<file path="config.mk">
export PLATFORM = sky130hd
export DESIGN_NAME = buffered_uart_8n1
export DESIGN_NICKNAME = d
export VERILOG_FILES = /design/src/rtl/buart_pkg.sv /design/src/rtl/buffered_uart_8n1.sv /design/src/rtl/buart_rx.sv
export SDC_FILE = /design/constraint.sdc
export NUM_CORES = 1
export LEC_CHECK = 0
export BUFFER_PORTS_ARGS = -buffer_cell sky130_fd_sc_hd__buf_2
export CORE_ASPECT_RATIO = 1.1
export CORE_MARGIN = 10
export CORE_UTILIZATION = 30
export CTS_BUF_LIST = sky130_fd_sc_hd__clkbuf_16
export DETAILED_ROUTE_END_ITERATION = 10
export GPL_ROUTABILITY_DRIVEN = 1
export GPL_TIMING_DRIVEN = 0
export PLACE_DENSITY_LB_ADDON = 0.05
export SLEW_MARGIN = 15
export SYNTH_ARGS = -nofsm -noshare
export SYNTH_HDL_FRONTEND = slang
export SYNTH_SLANG_ARGS = --single-unit
export TNS_END_PERCENT = 30
</file>
<file path="constraint.sdc">
create_clock -name clk -period 17.7 [get_ports clk]
set_clock_uncertainty 0.1 [all_clocks]
set_input_delay 0.885 -clock clk [delete_from_list [all_inputs] [get_ports clk]]
set_output_delay 0.885 -clock clk [all_outputs]
set_load 0.005 [all_outputs]
</file>
<file path="src/rtl/buart_pkg.sv">
// Shared types and constants for the buffered 8N1 UART.
package buart_pkg;

  typedef enum logic [1:0] {
    KIND_TICK = 2'd0,
    KIND_PUSH = 2'd1,
    KIND_POP  = 2'd2
  } kind_t;

  // Configuration register indexes
  localparam logic CFG_TICKS_PER_BIT  = 1'b0;
  localparam logic CFG_HALF_BIT_TICKS = 1'b1;

  localparam logic [15:0] TICKS_PER_BIT_RESET  = 16'd52;
  localparam logic [14:0] HALF_BIT_TICKS_RESET = 15'd26;

  // Frame geometry: start + 8 data + stop
  localparam logic [3:0] TX_FRAME_BITS = 4'd10;
  localparam logic [3:0] RX_DATA_BITS  = 4'd8;

  // Receiver to FIFO: a byte finished on this tick
  typedef struct packed {
    logic       done;
    logic [7:0] data;
  } buart_rx_evt_t;

endpackage

</file>
<file path="src/rtl/buffered_uart_8n1.sv">
// Buffered full-duplex 8N1 UART top level: FIFOs, transmitter, handshakes.
// A beat accepted into the input register moves on to the result register and leaves as a result beat.
// Throughput: one beat per cycle while out_stall is low; the input register doubles as the skid stage.
// Reset (synchronous, rst_n low): pointers, serializer and receiver state,
// handshake valids and config registers (52 / 26) clear; the FIFO stores are
// left as they are and only ever read after being written.
module buffered_uart_8n1 #(
  parameter int FIFO_DEPTH = 16
) (
  input  logic        clk,
  input  logic        rst_n,
  // input channel
  input  logic        in_valid,
  output logic        in_stall,
  input  logic [1:0]  in_kind,
  input  logic        in_rx_line,
  input  logic [7:0]  in_tx_data,
  // result channel
  output logic        out_valid,
  input  logic        out_stall,
  output logic        out_tx_line,
  output logic        out_push_refused,
  output logic [7:0]  out_rx_data,
  output logic        out_rx_valid,
  output logic [3:0]  out_rx_level,
  output logic [3:0]  out_tx_level,
  // configuration write port
  input  logic        cfg_we,
  input  logic        cfg_addr,
  input  logic [15:0] cfg_wdata
);
  import buart_pkg::*;

  localparam int PW = $clog2(FIFO_DEPTH);
  // A FIFO holds at most depth-1 bytes
  localparam logic [PW-1:0] FULL_LVL = PW'(FIFO_DEPTH - 1);
  localparam logic [PW-1:0] LAST_PTR = PW'(FIFO_DEPTH - 1);

  function automatic logic [PW-1:0] lvl(input logic [PW-1:0] w, input logic [PW-1:0] r);
    logic [PW:0] d;
    d = {1'b0, w} - {1'b0, r};
    if (d[PW]) begin
      d = d + (PW + 1)'(FIFO_DEPTH);
    end
    return d[PW-1:0];
  endfunction

  function automatic logic [PW-1:0] bump(input logic [PW-1:0] p);
    return (p == LAST_PTR) ? '0 : p + PW'(1);
  endfunction

  // ---------------------------------------------------------------
  // Configuration registers
  // ---------------------------------------------------------------
  logic [15:0] tpb_r;
  logic [14:0] half_r;

  always_ff @(posedge clk) begin
    if (!rst_n) begin
      tpb_r  <= TICKS_PER_BIT_RESET;
      half_r <= HALF_BIT_TICKS_RESET;
    end else if (cfg_we) begin
      case (cfg_addr)
        CFG_TICKS_PER_BIT:  tpb_r  <= cfg_wdata;
        CFG_HALF_BIT_TICKS: half_r <= cfg_wdata[14:0];
        default: ;
      endcase
    end
  end

  // ---------------------------------------------------------------
  // Input register / skid stage
  // ---------------------------------------------------------------
  logic       s1_valid_r;
  logic [1:0] s1_kind_r;
  logic       s1_rx_line_r;
  logic [7:0] s1_tx_data_r;
  logic       adv;
  logic       in_take;

  // The held beat moves on whenever the result register is free or draining.
  assign adv      = s1_valid_r && (!out_valid || !out_stall);
  assign in_stall = s1_valid_r && out_valid && out_stall;
  assign in_take  = in_valid && !in_stall;

  always_ff @(posedge clk) begin
    if (!rst_n) begin
      s1_valid_r <= 1'b0;
    end else if (in_take) begin
      s1_valid_r <= 1'b1;
    end else if (adv) begin
      s1_valid_r <= 1'b0;
    end
  end

  always_ff @(posedge clk) begin
    if (in_take) begin
      s1_kind_r    <= in_kind;
      s1_rx_line_r <= in_rx_line;
      s1_tx_data_r <= in_tx_data;
    end
  end

  logic do_tick, do_push, do_pop;

  always_comb begin
    do_tick = 1'b0;
    do_push = 1'b0;
    do_pop  = 1'b0;
    case (kind_t'(s1_kind_r))
      KIND_TICK: do_tick = adv;
      KIND_PUSH: do_push = adv;
      KIND_POP:  do_pop  = adv;
      default: ;  // unused kind: no action; report line and levels only
    endcase
  end

  // ---------------------------------------------------------------
  // FIFO pointers and stores
  // ---------------------------------------------------------------
  logic [PW-1:0] tx_wp_r, tx_rp_r, rx_wp_r, rx_rp_r;
  logic [PW-1:0] tx_wp_nxt, tx_rp_nxt, rx_wp_nxt, rx_rp_nxt;
  logic [PW-1:0] tx_lvl, rx_lvl;
  logic [7:0]    tx_mem [FIFO_DEPTH];
  logic [7:0]    rx_mem [FIFO_DEPTH];
  logic [7:0]    tx_byte_r;   // byte now on the wire, read from tx_mem
  logic [7:0]    rx_rd_r;     // last popped byte, read from rx_mem

  assign tx_lvl = lvl(tx_wp_r, tx_rp_r);
  assign rx_lvl = lvl(rx_wp_r, rx_rp_r);

  logic push_ok, push_refused, pop_ok, tx_load;
  buart_rx_evt_t rx_evt;
  logic rx_wr;

  assign push_ok      = do_push && (tx_lvl != FULL_LVL);
  assign push_refused = do_push && (tx_lvl == FULL_LVL);
  assign pop_ok       = do_pop && (rx_lvl != '0);
  // Drop a received byte when the receive FIFO is full
  assign rx_wr        = rx_evt.done && (rx_lvl != FULL_LVL);

  // ---------------------------------------------------------------
  // Transmit serializer
  // ---------------------------------------------------------------
  logic [3:0]  tx_bits_left_r, tx_bits_left_nxt;
  logic [15:0] tx_cnt_r, tx_cnt_nxt;
  logic        tx_line_r, tx_line_nxt;
  logic [3:0]  bl;
  logic [15:0] cnt;
  logic [16:0] cnt_inc;

  assign tx_load = do_tick && (tx_bits_left_r == 4'd0) && (tx_lvl != '0);

  always_comb begin
    tx_bits_left_nxt = tx_bits_left_r;
    tx_cnt_nxt       = tx_cnt_r;
    tx_line_nxt      = tx_line_r;
    bl               = tx_load ? TX_FRAME_BITS : tx_bits_left_r;
    cnt              = tx_load ? 16'd0 : tx_cnt_r;
    cnt_inc          = 17'(cnt) + 17'd1;
    if (do_tick && bl != 4'd0) begin
      // Bit position in the frame is TX_FRAME_BITS - bits_left:
      // start bit first, data LSB first, stop bit last.
      if (bl == TX_FRAME_BITS) begin
        tx_line_nxt = 1'b0;
      end else if (bl == 4'd1) begin
        tx_line_nxt = 1'b1;
      end else begin
        tx_line_nxt = tx_byte_r[3'(4'd9 - bl)];
      end
      // A zero bit time behaves as one tick per bit.
      if (cnt_inc >= 17'(tpb_r)) begin
        tx_cnt_nxt       = 16'd0;
        tx_bits_left_nxt = bl - 4'd1;
      end else begin
        tx_cnt_nxt       = cnt_inc[15:0];
        tx_bits_left_nxt = bl;
      end
    end
  end

  always_ff @(posedge clk) begin
    if (!rst_n) begin
      tx_bits_left_r <= 4'd0;
      tx_cnt_r       <= 16'd0;
      tx_line_r      <= 1'b1;
    end else begin
      tx_bits_left_r <= tx_bits_left_nxt;
      tx_cnt_r       <= tx_cnt_nxt;
      tx_line_r      <= tx_line_nxt;
    end
  end

  // ---------------------------------------------------------------
  // Receiver
  // ---------------------------------------------------------------
  buart_rx u_rx (
    .clk            (clk),
    .rst_n          (rst_n),
    .tick_en        (do_tick),
    .line           (s1_rx_line_r),
    .ticks_per_bit  (tpb_r),
    .half_bit_ticks (half_r),
    .evt            (rx_evt)
  );

  // ---------------------------------------------------------------
  // Pointer update and store access
  // ---------------------------------------------------------------
  assign tx_wp_nxt = push_ok ? bump(tx_wp_r) : tx_wp_r;
  assign tx_rp_nxt = tx_load ? bump(tx_rp_r) : tx_rp_r;
  assign rx_wp_nxt = rx_wr   ? bump(rx_wp_r) : rx_wp_r;
  assign rx_rp_nxt = pop_ok  ? bump(rx_rp_r) : rx_rp_r;

  always_ff @(posedge clk) begin
    if (!rst_n) begin
      tx_wp_r <= '0;
      tx_rp_r <= '0;
      rx_wp_r <= '0;
      rx_rp_r <= '0;
    end else begin
      tx_wp_r <= tx_wp_nxt;
      tx_rp_r <= tx_rp_nxt;
      rx_wp_r <= rx_wp_nxt;
      rx_rp_r <= rx_rp_nxt;
    end
  end

  // Reads only target entries written on an earlier edge, since a load or pop
  // needs a nonzero level before the beat.
  always_ff @(posedge clk) begin
    if (push_ok) begin
      tx_mem[tx_wp_r] <= s1_tx_data_r;
    end
    if (tx_load) begin
      tx_byte_r <= tx_mem[tx_rp_r];
    end
  end

  always_ff @(posedge clk) begin
    if (rx_wr) begin
      rx_mem[rx_wp_r] <= rx_evt.data;
    end
    if (pop_ok) begin
      rx_rd_r <= rx_mem[rx_rp_r];
    end
  end

  // ---------------------------------------------------------------
  // Result register
  // ---------------------------------------------------------------
  logic       out_valid_r;
  logic       out_tx_line_r;
  logic       out_push_refused_r;
  logic       out_rx_valid_r;
  logic [3:0] out_rx_level_r;
  logic [3:0] out_tx_level_r;

  always_ff @(posedge clk) begin
    if (!rst_n) begin
      out_valid_r <= 1'b0;
    end else if (adv) begin
      out_valid_r <= 1'b1;
    end else if (!out_stall) begin
      out_valid_r <= 1'b0;
    end
  end

  // Levels past 15 wrap, as the result field is four bits.
  always_ff @(posedge clk) begin
    if (adv) begin
      out_tx_line_r      <= tx_line_nxt;
      out_push_refused_r <= push_refused;
      out_rx_valid_r     <= pop_ok;
      out_rx_level_r     <= 4'(lvl(rx_wp_nxt, rx_rp_nxt));
      out_tx_level_r     <= 4'(lvl(tx_wp_nxt, tx_rp_nxt));
    end
  end

  assign out_valid        = out_valid_r;
  assign out_tx_line      = out_tx_line_r;
  assign out_push_refused = out_push_refused_r;
  // rx_rd_r only moves on a successful pop, so it holds while stalled
  assign out_rx_data      = out_rx_valid_r ? rx_rd_r : 8'd0;
  assign out_rx_valid     = out_rx_valid_r;
  assign out_rx_level     = out_rx_level_r;
  assign out_tx_level     = out_tx_level_r;

endmodule

</file>
<file path="src/rtl/buart_rx.sv">
// Receive deserializer: start-edge detect, mid-bit sampling, byte assembly.
module buart_rx (
  input  logic                    clk,
  input  logic                    rst_n,
  input  logic                    tick_en,
  input  logic                    line,
  input  logic [15:0]             ticks_per_bit,
  input  logic [14:0]             half_bit_ticks,
  output buart_pkg::buart_rx_evt_t evt
);
  import buart_pkg::*;

  logic        busy_r, busy_nxt;
  logic [3:0]  bits_left_r, bits_left_nxt;
  logic [16:0] cnt_r, cnt_nxt;
  logic [7:0]  shift_r, shift_nxt;
  logic        prev_r, prev_nxt;
  logic        done_c;

  always_comb begin
    busy_nxt      = busy_r;
    bits_left_nxt = bits_left_r;
    cnt_nxt       = cnt_r;
    shift_nxt     = shift_r;
    prev_nxt      = line;
    done_c        = 1'b0;
    if (!busy_r) begin
      // falling edge opens a frame; first sample lands mid data bit 0
      if (prev_r && !line) begin
        busy_nxt      = 1'b1;
        bits_left_nxt = RX_DATA_BITS;
        cnt_nxt       = 17'(ticks_per_bit) + 17'(half_bit_ticks);
      end
    end else if (cnt_r > 17'd1) begin
      cnt_nxt = cnt_r - 17'd1;
    end else begin
      shift_nxt = {line, shift_r[7:1]};
      if (bits_left_r != 4'd0) begin
        bits_left_nxt = bits_left_r - 4'd1;
      end
      if (bits_left_nxt == 4'd0) begin
        done_c   = 1'b1;
        busy_nxt = 1'b0;
        cnt_nxt  = 17'd0;
      end else begin
        cnt_nxt = 17'(ticks_per_bit);
      end
    end
  end

  assign evt.done = tick_en & done_c;
  assign evt.data = shift_nxt;

  always_ff @(posedge clk) begin
    if (!rst_n) begin
      busy_r      <= 1'b0;
      bits_left_r <= 4'd0;
      cnt_r       <= 17'd0;
      shift_r     <= 8'd0;
      prev_r      <= 1'b1;
    end else if (tick_en) begin
      busy_r      <= busy_nxt;
      bits_left_r <= bits_left_nxt;
      cnt_r       <= cnt_nxt;
      shift_r     <= shift_nxt;
      prev_r      <= prev_nxt;
    end
  end

endmodule

</file>
[Word-level counts from Yosys, hierarchy flattened]
Memory sizes are Yosys's and may differ from the RTL's. A register that Yosys moved wholly into a read port is not among the register bits.
Cells that the tools add are included.
Storage, ports and cells
  register bits after elaboration: 123
  logic and storage cells: 144
  memories kept: 2
  bits of input ports: 33
  bits in writable memories: 256
Memories
  rx_mem: depth 16, width 8, read ports 1, clocked after Yosys merged registers in 1, wr ports 1, line buffered_uart_8n1.sv:125  | logic [7:0] rx_mem [FIFO_DEPTH];
  tx_mem: depth 16, width 8, read ports 1, clocked after Yosys merged registers in 1, wr ports 1, line buffered_uart_8n1.sv:124  | logic [7:0] tx_mem [FIFO_DEPTH];
Operators by class
  reduce and logical (&&, ||, !) cells: 30
  bitwise logic cells: 2
  add/sub/neg operators: 18
  muxes and demuxes: 52
  order comparisons: 3
  eq/ne operators: 13
Operator list (number)
  2-to-1 mux 4 bit: 20
  2-to-1 mux 17 bit: 3
  2-to-1 mux 16 bit: 3
  adder 4 x 1 -> 4 bit (second input constant): 8
  == test 4 bit (second input constant): 6
  2-to-1 mux 8 bit: 3
  2-to-1 mux 1 bit: 22
  subtractor 4 x 4 -> 5 bit: 4
  adder 16 x 1 -> 17 bit (second input constant): 1
  adder 16 x 15 -> 17 bit: 1
  >= comparator 17 x 16 -> 1 bit: 1
  > comparator 17 x 1 -> 1 bit (second input constant): 1
  subtractor 17 x 1 -> 17 bit (second input constant): 1
  nonzero test 4 bit: 4
  logical AND 1 bit: 12
  logical NOT 4 bit: 2
  != test 4 bit (second input constant): 2
  subtractor 4 x 1 -> 4 bit (second input constant): 2
  AND reduction 2 bit: 3
  == test 4 x 1 -> 1 bit (second input constant): 1
  logical NOT 1 bit: 4
  < comparator 3 x 4 -> 1 bit (second input constant): 1
  nonzero test 2 bit: 2
  binary-select mux 1 bit (select 3 bit): 1
  other kinds (10): 10

[Logic depth before layout (Yosys ltp)]
Gate-level depths: netlist (run 1).
  depth after elaboration: 14
  mapped depth: 24

[Cells and area by module]
From an unflattened synthesis (run 1), not the netlist that was laid out.
Unflattened totals
  cells, all modules: 1332
  area, all modules: 18043.6 µm²
By module, submodules not included
  buffered_uart_8n1: instances 1, cells an instance 987, area each 15406.0 µm²
  buart_rx: instances 1, cells an instance 345, area each 2637.5 µm²

[Least setup slack after synthesis (run 1)]
Ideal clock, no wire load.
  path type: reg2reg
  start point: register tx_rp_r[1]
  end point: register tx_bits_left_r[3]
  data arrival time: 5.377 ns
  stages on the path, launching flop included: 24
  setup slack: 12.107 ns
  setup time: 0.115 ns
  clock period less this slack: 5.593 ns
  required time: 17.485 ns
  cell sequence: dfxtp_1 clkbuf_1 clkbuf_1 inv_1 fa_1 xnor2_1 nand2_1 or4_1 nand4_2 buf_6 and2_1 ha_1 nand3_1 or2_2 xor2_1 nor2_1 ha_1 nand3_1 or2_2 or4_1 o211ai_1 a211oi_2 or4_1 and3_1
On the way
  longest elaborated chain between the ends: 9
  elaborated cells between the ends (all ways): 13
  classes of those cells: add/sub: 4; order compare: 1; mux: 4; reduce/logical: 4
RTL lines
  from (decl): line buffered_uart_8n1.sv:121  | logic [PW-1:0] tx_wp_r, tx_rp_r, rx_wp_r, rx_rp_r;
  from (signal assigned): line buffered_uart_8n1.sv:223  | tx_rp_r <= tx_rp_nxt;
  subtractor 4 x 4 -> 5 bit (*): line buffered_uart_8n1.sv:41  | d = {1'b0, w} - {1'b0, r};
  adder 4 x 1 -> 4 bit: line buffered_uart_8n1.sv:43  | d = d + (PW + 1)'(FIFO_DEPTH);
  2-to-1 mux 4 bit (*): line buffered_uart_8n1.sv:42  | if (d[PW]) begin
  nonzero test 4 bit (*): line buffered_uart_8n1.sv:152  | assign tx_load = do_tick && (tx_bits_left_r == 4'd0) && (tx_lvl != '0);
  logical AND 1 bit (*): line buffered_uart_8n1.sv:152
  2-to-1 mux 16 bit: line buffered_uart_8n1.sv:159  | cnt = tx_load ? 16'd0 : tx_cnt_r;
  adder 16 x 1 -> 17 bit: line buffered_uart_8n1.sv:160  | cnt_inc = 17'(cnt) + 17'd1;
  >= comparator 17 x 16 -> 1 bit: line buffered_uart_8n1.sv:172  | if (cnt_inc >= 17'(tpb_r)) begin
  2-to-1 mux 4 bit: line buffered_uart_8n1.sv:172
  to (signal assigned): line buffered_uart_8n1.sv:188  | tx_bits_left_r <= tx_bits_left_nxt;
  to (decl): line buffered_uart_8n1.sv:145  | logic [3:0] tx_bits_left_r, tx_bits_left_nxt;
Mark *: on every way between the ends. The rest lies on a longest branch, timed or not.
A chain may end at the register's enable or synchronous reset.

[Worst setup path after layout (run 1)]
Same ends and word-level chain as after synthesis.

==> results of run 1 <==
-- worst paths after layout --
check,slack (ns),endpoint,startpoint,depth (start not counted)
max,10.88,tx_bits_left_r[3],tx_rp_r[1],23
min,0.36,half_r[11],half_r[11],2
max reg2reg,10.88,tx_bits_left_r[3],tx_rp_r[1],23
min reg2reg,0.36,half_r[11],half_r[11],2
-- sequential cells by signal, indices dropped and copies added (netlist names), 8 cells and up --
signal        cells
rx_mem          128
tx_mem          128
u_rx.cnt_r       17
tpb_r            16
tx_cnt_r         16
half_r           15
rx_rd_r           8
s1_tx_data_r      8
tx_byte_r         8
u_rx.shift_r      8
-- through the flow --
stage                     cells  utilization [%]  cell area, um2  hold WS [ns]  worst slack [ns]
after floorplan            1355                -           17900         0.333             12.11
after global placement     2167             32.5           19100         0.343             10.83
after detailed placement   2176             32.7           19200         0.357             10.78
after CTS                  2260             35.2           20700         0.339             10.75
after global routing       2260             35.2           20700         0.350             10.41
final                      2260             35.2           20700         0.359             10.88
-- cells in the mapped netlist (9+ instances only) --
| master | n |
|---|---|
| nand2b_1 | 11 |
| edfxtp_1 | 294 |
| clkbuf_1 | 46 |
| xor2_1 | 14 |
| o21a_1 | 11 |
| buf_2 | 10 |
| nand2_1 | 148 |
| nor2_1 | 106 |
| a21o_1 | 9 |
| inv_1 | 54 |
| a21oi_1 | 87 |
| mux4_2 | 82 |
| dfxtp_1 | 101 |
| o21ai_0 | 37 |
| nor3_1 | 31 |
| or3_1 | 9 |
| nand3_1 | 39 |
| xnor2_1 | 25 |
| nor2b_1 | 9 |
| ha_1 | 62 |
| and2_1 | 27 |
-- area by class of cell --
cell class	count	area, um2
flip-flops and latches	395	10900
clock buffers	47	1180
clock inverters	37	265
inverters	57	214
repair buffers	61	343
plain buffers	62	260
well taps	760	951
fillers	5743	38100
multi-input cells	841	6610
-- per-layer routing --
layer | wire length (um) | GRT usage (%) | vias up | share of wire [%]
met5 | 0 | 0 | - | 0
met4 | 962 | 3.80 | 0 | 2.0
met3 | 1420 | 2.12 | 57 | 2.9
met2 | 24600 | 23.8 | 151 | 51
met1 | 21700 | 17.8 | 5486 | 45
li1 | - | - | 5341 | -
-- cell families (layout without fill, tap and decap cells) --
logic type               after synthesis  after routing
AND/OR/NAND/NOR                      426            426
XOR/XNOR                              41             41
adder cells (fa/ha/maj)               67             67
flip-flops                           395            395
AO/OA/AOI/OAI                        220            220
multiplexers                          87             87
buffers and inverters                119            264
-- worst min-delay path, delay by kind of cell, from the launching register on --
| family | cells | cell delay (ns) |
|---|---|---|
| AO/OA/AOI/OAI | 1 | 0.05 |
| AND/OR/NAND/NOR | 1 | 0.05 |
| flip-flops | 1 | 0.31 |
-- power groups by stage --
stage	clock, mW	sequential, mW	combinational (mW)
6_report	0.915	1.01	0.0762
5_1_grt	0.982	1.01	0.0856
4_1_cts	0.945	1.01	0.0777
3_5_place_dp	0	1.03	0.0772
3_3_place_gp	0	1.03	0.0766
2_1_floorplan	0	1.03	0.0504
==> impl_results.md, run 1 <==
- Worst path cell trace: clkbuf_1 > clkbuf_1 > inv_1 > fa_1 > xnor2_1 > nand2_1 > or4_1 > nand4_2 > buf_6 > and2_1 > ha_1 > nand3_1 > or2_2 > xor2_1 > nor2_1 > ha_1 > nand3_1 > or2_2 > or4_1 > o211ai_1 > a211oi_2 > or4_1 > and3_1
- Worst Setup Start Kind: register
- Compound-gate portion of the synthesized area: 7.80%
- Reg power frac: 50.5%
- Total GRT Usage: 13.9%
- CTS sink count: 395
- Final Max Slew Viols: 0
- Max VDD drop: 0.0653 mV
- Antenna cells: 0
- Final setup viols: 0
- Clock-pin slew on the worst setup and hold paths: 0.06 ns
- Ys flop type: edfxtp_1
- Max incr delay on CP: 0.63 ns
- Final net count: 1565
- Synth Net Count: 1455
- H-Tree Depth: 2
- PwrDens: 96.9 nW/um2
- Drt total wl: 48700 um
- Ports: 54
- Number of iterations in the first detailed-routing pass: 5
- FMAX: 147 MHz
- Post-CTS Setup Inserts: 0
- Port Buffers: 52
- Number of buffers created by CTS: 47
- Clock share of power: 45.7%
- Sw Share: 22.4%
- GP Congestion: 0.754
- Die W: 253 um
- Worst hold path class: reg2reg
- Area leader, netlist: edfxtp_1
- Wire length per cell: 21.6 um
- Area share of the largest cell type after synthesis: 49.3%
- Final worst-path cycle share: 38.5%
- Most common cell after layout, fill and taps aside: edfxtp_1
- Crit Path Class: reg2reg
- Slew @ Worst Pin: 1.14 ns
- Final hold violations: 0
- Crit-path leading delay family: simple AND/OR/NAND/NOR gates
- Cell-internal power: 1.55 mW
- Initial Util: 30.5%
- Synth Area per Inst: 13.2 um2
- Slowest cell on crit path: clkbuf_1
- Fraction of the mapped netlist area in adder cells: 4.89%
- Comb pwr share: 3.8%
- Worst rel slew slack: 23.7%
- Detailed router's first-iteration violation count: 727
- Largest net degree at the start of global routing: 18
- GRT Residual Overflow: 0
- Area contributors post-synth: edfxtp_1 (49%), dfxtp_1 (11%), mux4_2 (10%), ha_1 (4.3%), nand2_1 (3.1%)
- Final setup TNS: 0 ns
- Final Critical Period: 6.82 ns
- First-pass GRT wire length: 73100 um
- Run status: finished, final reports clean
- Vias in the first global route: 11300
- Register area share after synthesis: 60.6%
- CTS tree: built
- Fraction of synthesized cell area in xor and xnor cells: 2.16%
- Detailed placement HPWL: 34900 um
- DRC: 0
- Synthesized instance count: 1355
- Cts-stage hold buffer count: 0
- Vias/cell: 4.88
- Worst-Skew Late Latency: 0.57 ns
- Die Height: 276 um
- Mapped Area: 17900 um2
- Post-synthesis simple-gate area fraction: 11.2%
- Psw: 0.449 mW
- Crit path buffers/inverters: 4
- Leakage: 7.35 nW
- Count of state elements after synthesis: 395
- Commonest non-fill, non-tap cells in the layout: edfxtp_1 (294), nand2_1 (148), nor2_1 (106)
- Layout cells sized above 1: 16.5%
- Post-synth EDFFs: 294
- CTS Root Cell: clkbuf_16
- Crit-path max FO: 10
- Critical Path AT: 7.18 ns
- CTS Buffer Depth: 3
- CORE AREA: 58800 um2
- RSZ-0062 raised after global routing: no
- DRT antenna net count: 0
- Max-cap violations: 0
- Overall Power: 2.00 mW
- Critical Path End Type: register
- # rows: 93
- Top cell by count, worst path: or4_1
- Vias: 11000
- Multiplexer area fraction after synthesis: 10.6%
- Main combinational cell family by area after synthesis: simple AND/OR/NAND/NOR gates
- Die area: 69800 um2
- Distinct cells, synth: 78
- CTS resizes: 0
- Antenna violations before repair: 2
- Asr flop ratio synth: 0%
- CP Data Required Time: 18.06 ns
- Yosys warnings: 0
- Area Overhead vs Synth: 15.5%
Power figures use the tool's default switching activity.
==> inputs of run 2 (changes only) <==
--- a/config.mk
+++ b/config.mk
@@ -5,6 +5,7 @@
 export SDC_FILE = /design/constraint.sdc
 export NUM_CORES = 1
 export LEC_CHECK = 0
+export ABC_AREA = 1
 export BUFFER_PORTS_ARGS = -buffer_cell sky130_fd_sc_hd__buf_2
 export CORE_ASPECT_RATIO = 1.1
 export CORE_MARGIN = 10
==> constraint.sdc (replaced) <==
create_clock -name clk -period 6 [get_ports clk]
set_clock_uncertainty 0.1 [all_clocks]
set_input_delay 0.3 -clock clk [delete_from_list [all_inputs] [get_ports clk]]
set_output_delay 0.3 -clock clk [all_outputs]
set_load 0.005 [all_outputs]
==> run 2 against run 1 <==
  * Area after synthesis increased by 2.8%
  * Die area increased by 2.6%
  * Clock power increased to 2.9 times the previous value
==> impl_results.md, run 2 <==
- WHS: 0.0372 ns
- Die area: 71600 um2
- Post-synth top cells: edfxtp_1 (294), nand2_1 (283), nor2_1 (243), o21ai_0 (181), inv_1 (177)
- Number of iterations in the first detailed-routing pass: 5
- Top cell by count, worst path: nand2_1
- Largest net degree at the start of global routing: 20
- Area leader, netlist: edfxtp_1
- Distinct cells, synth: 52
- Initial Util: 30.2%
- GRT Residual Overflow: 0
- Run status: finished, final reports clean
- Worst-Skew Late Latency: 0.59 ns
- Antenna cells: 0
- Worst hold path class: in2reg
- DRT antenna net count: 0
- Area contributors post-synth: edfxtp_1 (48%), dfxtp_1 (11%), nand2_1 (5.8%), nor2_1 (5.0%), o21ai_0 (4.9%)
- Max VDD drop: 0.216 mV
- Slowest cell on crit path: fa_1
- Post-route setup slack: 0.575 ns
- Met2 usage: 25.5%
- CTS tree: built
- Most common cell after layout, fill and taps aside: edfxtp_1
- Post-place setup slack: -0.236 ns
- Die Height: 280 um
- Final worst-path cycle share: 90.4%
- Wire length per cell: 19.7 um
- CTS sink count: 395
- Total GRT Usage: 15.6%
- Final hold violations: 0
- GP Congestion: 0.805
- Ports: 54
- GR Layer Usage met1: 20.8%
- FMAX: 184 MHz
- Worst rel slew slack: 24.7%
- Post-DP Area: 19800 um2
- Most frequent cell after synthesis: edfxtp_1
- RSZ-0062 raised after global routing: no
- Layout cells sized above 1: 10.2%
- Final Max Slew Viols: 0
- CTS Buffer Depth: 3
- Critical Path AT: 5.83 ns
- Die W: 256 um
- Commonest non-fill, non-tap cells in the layout: edfxtp_1 (294), nand2_1 (283), nor2_1 (243)
- Area share of the largest cell type after synthesis: 48.0%
- Detailed placement HPWL: 40100 um
- GRT busiest layer: met2
- Leakage: 8.26 nW
- Biggest regs: rx_mem: 128 flops, tx_mem: 128 flops, u_rx.cnt_r: 17 flops
- Worst Setup Start Kind: register
- Clock-pin slew on the worst setup and hold paths: 0.06 ns
- PwrDens: 277 nW/um2
- Max incr delay on CP: 0.44 ns
- Final Critical Period: 5.43 ns
- Final setup viols: 0
- Area of the multi-input gates: 6520 um2
- Ys flop type: edfxtp_1
- Drt total wl: 56400 um
- Synth Area per Inst: 9.84 um2
- Detailed router's first-iteration violation count: 857
- Synth Net Count: 1970
- Vias: 13500
- Register area share after synthesis: 59.0%
- Port Buffers: 53
- Antenna violations before repair: 0
- Asr flop ratio synth: 0%
- Vias/cell: 4.71
- Count of state elements after synthesis: 395
- Crit-path max FO: 15
- Mapped Area: 18400 um2
- Number of buffers created by CTS: 47
- Fin area: 21600 um2
- Cells after DPL: 2755
- Critical Path End Type: register
- DRC: 0
- CORE AREA: 61000 um2
- Max-cap violations: 0
- CP Data Required Time: 6.41 ns
- Slew @ Worst Pin: 1.13 ns
- H-Tree Depth: 2
- Final net count: 2111
- Vias in the first global route: 13700
- Yosys warnings: 0
- Post-synth EDFFs: 294
- Crit Path Class: reg2reg
- # fillers: 6242
- Synthesized instance count: 1870
- Reg area: 10900 um2
- CTS Root Cell: clkbuf_16
- Non-filler cells, final: 2869
- Area Overhead vs Synth: 17.2%
- # rows: 95
- First-pass GRT wire length: 85800 um
- GR Layer Usage met3: 2.51%
-- run 2: changes by cell type in the layout (fill, tap and decap cells not counted), sizes merged, moves of 18 or more --
cell,change
nand2,+152
nor2,+145
o21ai,+143
inv,+130
mux4,-82
o22ai,+71
a21oi,+54
dlygate4sd3,+30
and2,-28
nand3,+26
nor3,-18
-- run 2: layout make-up --
type                    count  area share, %
repair buffers             94           3.19
plain buffers              77           1.51
clock inverters            36           1.15
well taps                 824           4.78
inverters                 191           3.35
multi-input cells        1205           30.2
clock buffers              47           5.45
flip-flops and latches    395           50.3
-- run 2: timing repair --
action / 4_1_cts / 5_1_grt
endpoints found under the hold margin: 44 / 0
hold buffers: 30 / 0
setup buffers: 0 / 3
setup endpoints to repair: 18 / 19
pin swaps: 0 / 0
resized for setup: 1 / 5
-- run 2: cells by family after synthesis --
family,Yosys count,share of synthesized area (%)
fa+ha+maj,67,4.76
compound gates,445,13.6
flops,395,59.0
simple gates,655,15.2
xor+xnor,38,1.81
buf+inv,270,5.69
-- run 2: routing by layer --
layer,share of wire [%],vias to the layer above
met4,2.5,0
li1,-,6755
met2,47,208
met1,47,6460
met5,0,-
met3,3.5,80
-- run 2: worst max-delay path: cells and delay by family (launching register included) --
family          cells  cell delay (ns)
compound gates      3             0.40
buf+inv            10             1.49
xor+xnor            1             0.16
simple gates       17             1.79
flops               1             0.38
fa+ha+maj           3             0.99
-- run 2: metrics by stage --
step	power, mW	setup TNS [ns]	utilization (%)
detailed placement	3.33	-2.67	32.5
floorplan	3.21	0	-
global route	6.22	0	35.4
global placement	3.33	-4.05	32.3
finish	5.98	0	35.4
CTS	6.07	0	35.3
-- run 2: final timing paths --
path,startpoint,to,slack [ns],cells past startpoint
hold / removal,cfg_addr,tpb_r[2],0.04,3
setup reg to reg,tx_rp_r[1],tx_cnt_r[10],0.57,34
setup / recovery,tx_rp_r[1],tx_cnt_r[10],0.57,34
hold reg to reg,tx_cnt_r[15],tx_cnt_r[15],0.37,2
-- run 2: report_power, final --
part	total, mW	leakage [nW]	switching, mW	internal (mW)
logic	0.290	4.00	0.188	0.102
registers	3.00	3.52	0.0423	2.96
clock network	2.69	0.739	1.18	1.51
total	5.98	8.26	1.41	4.57
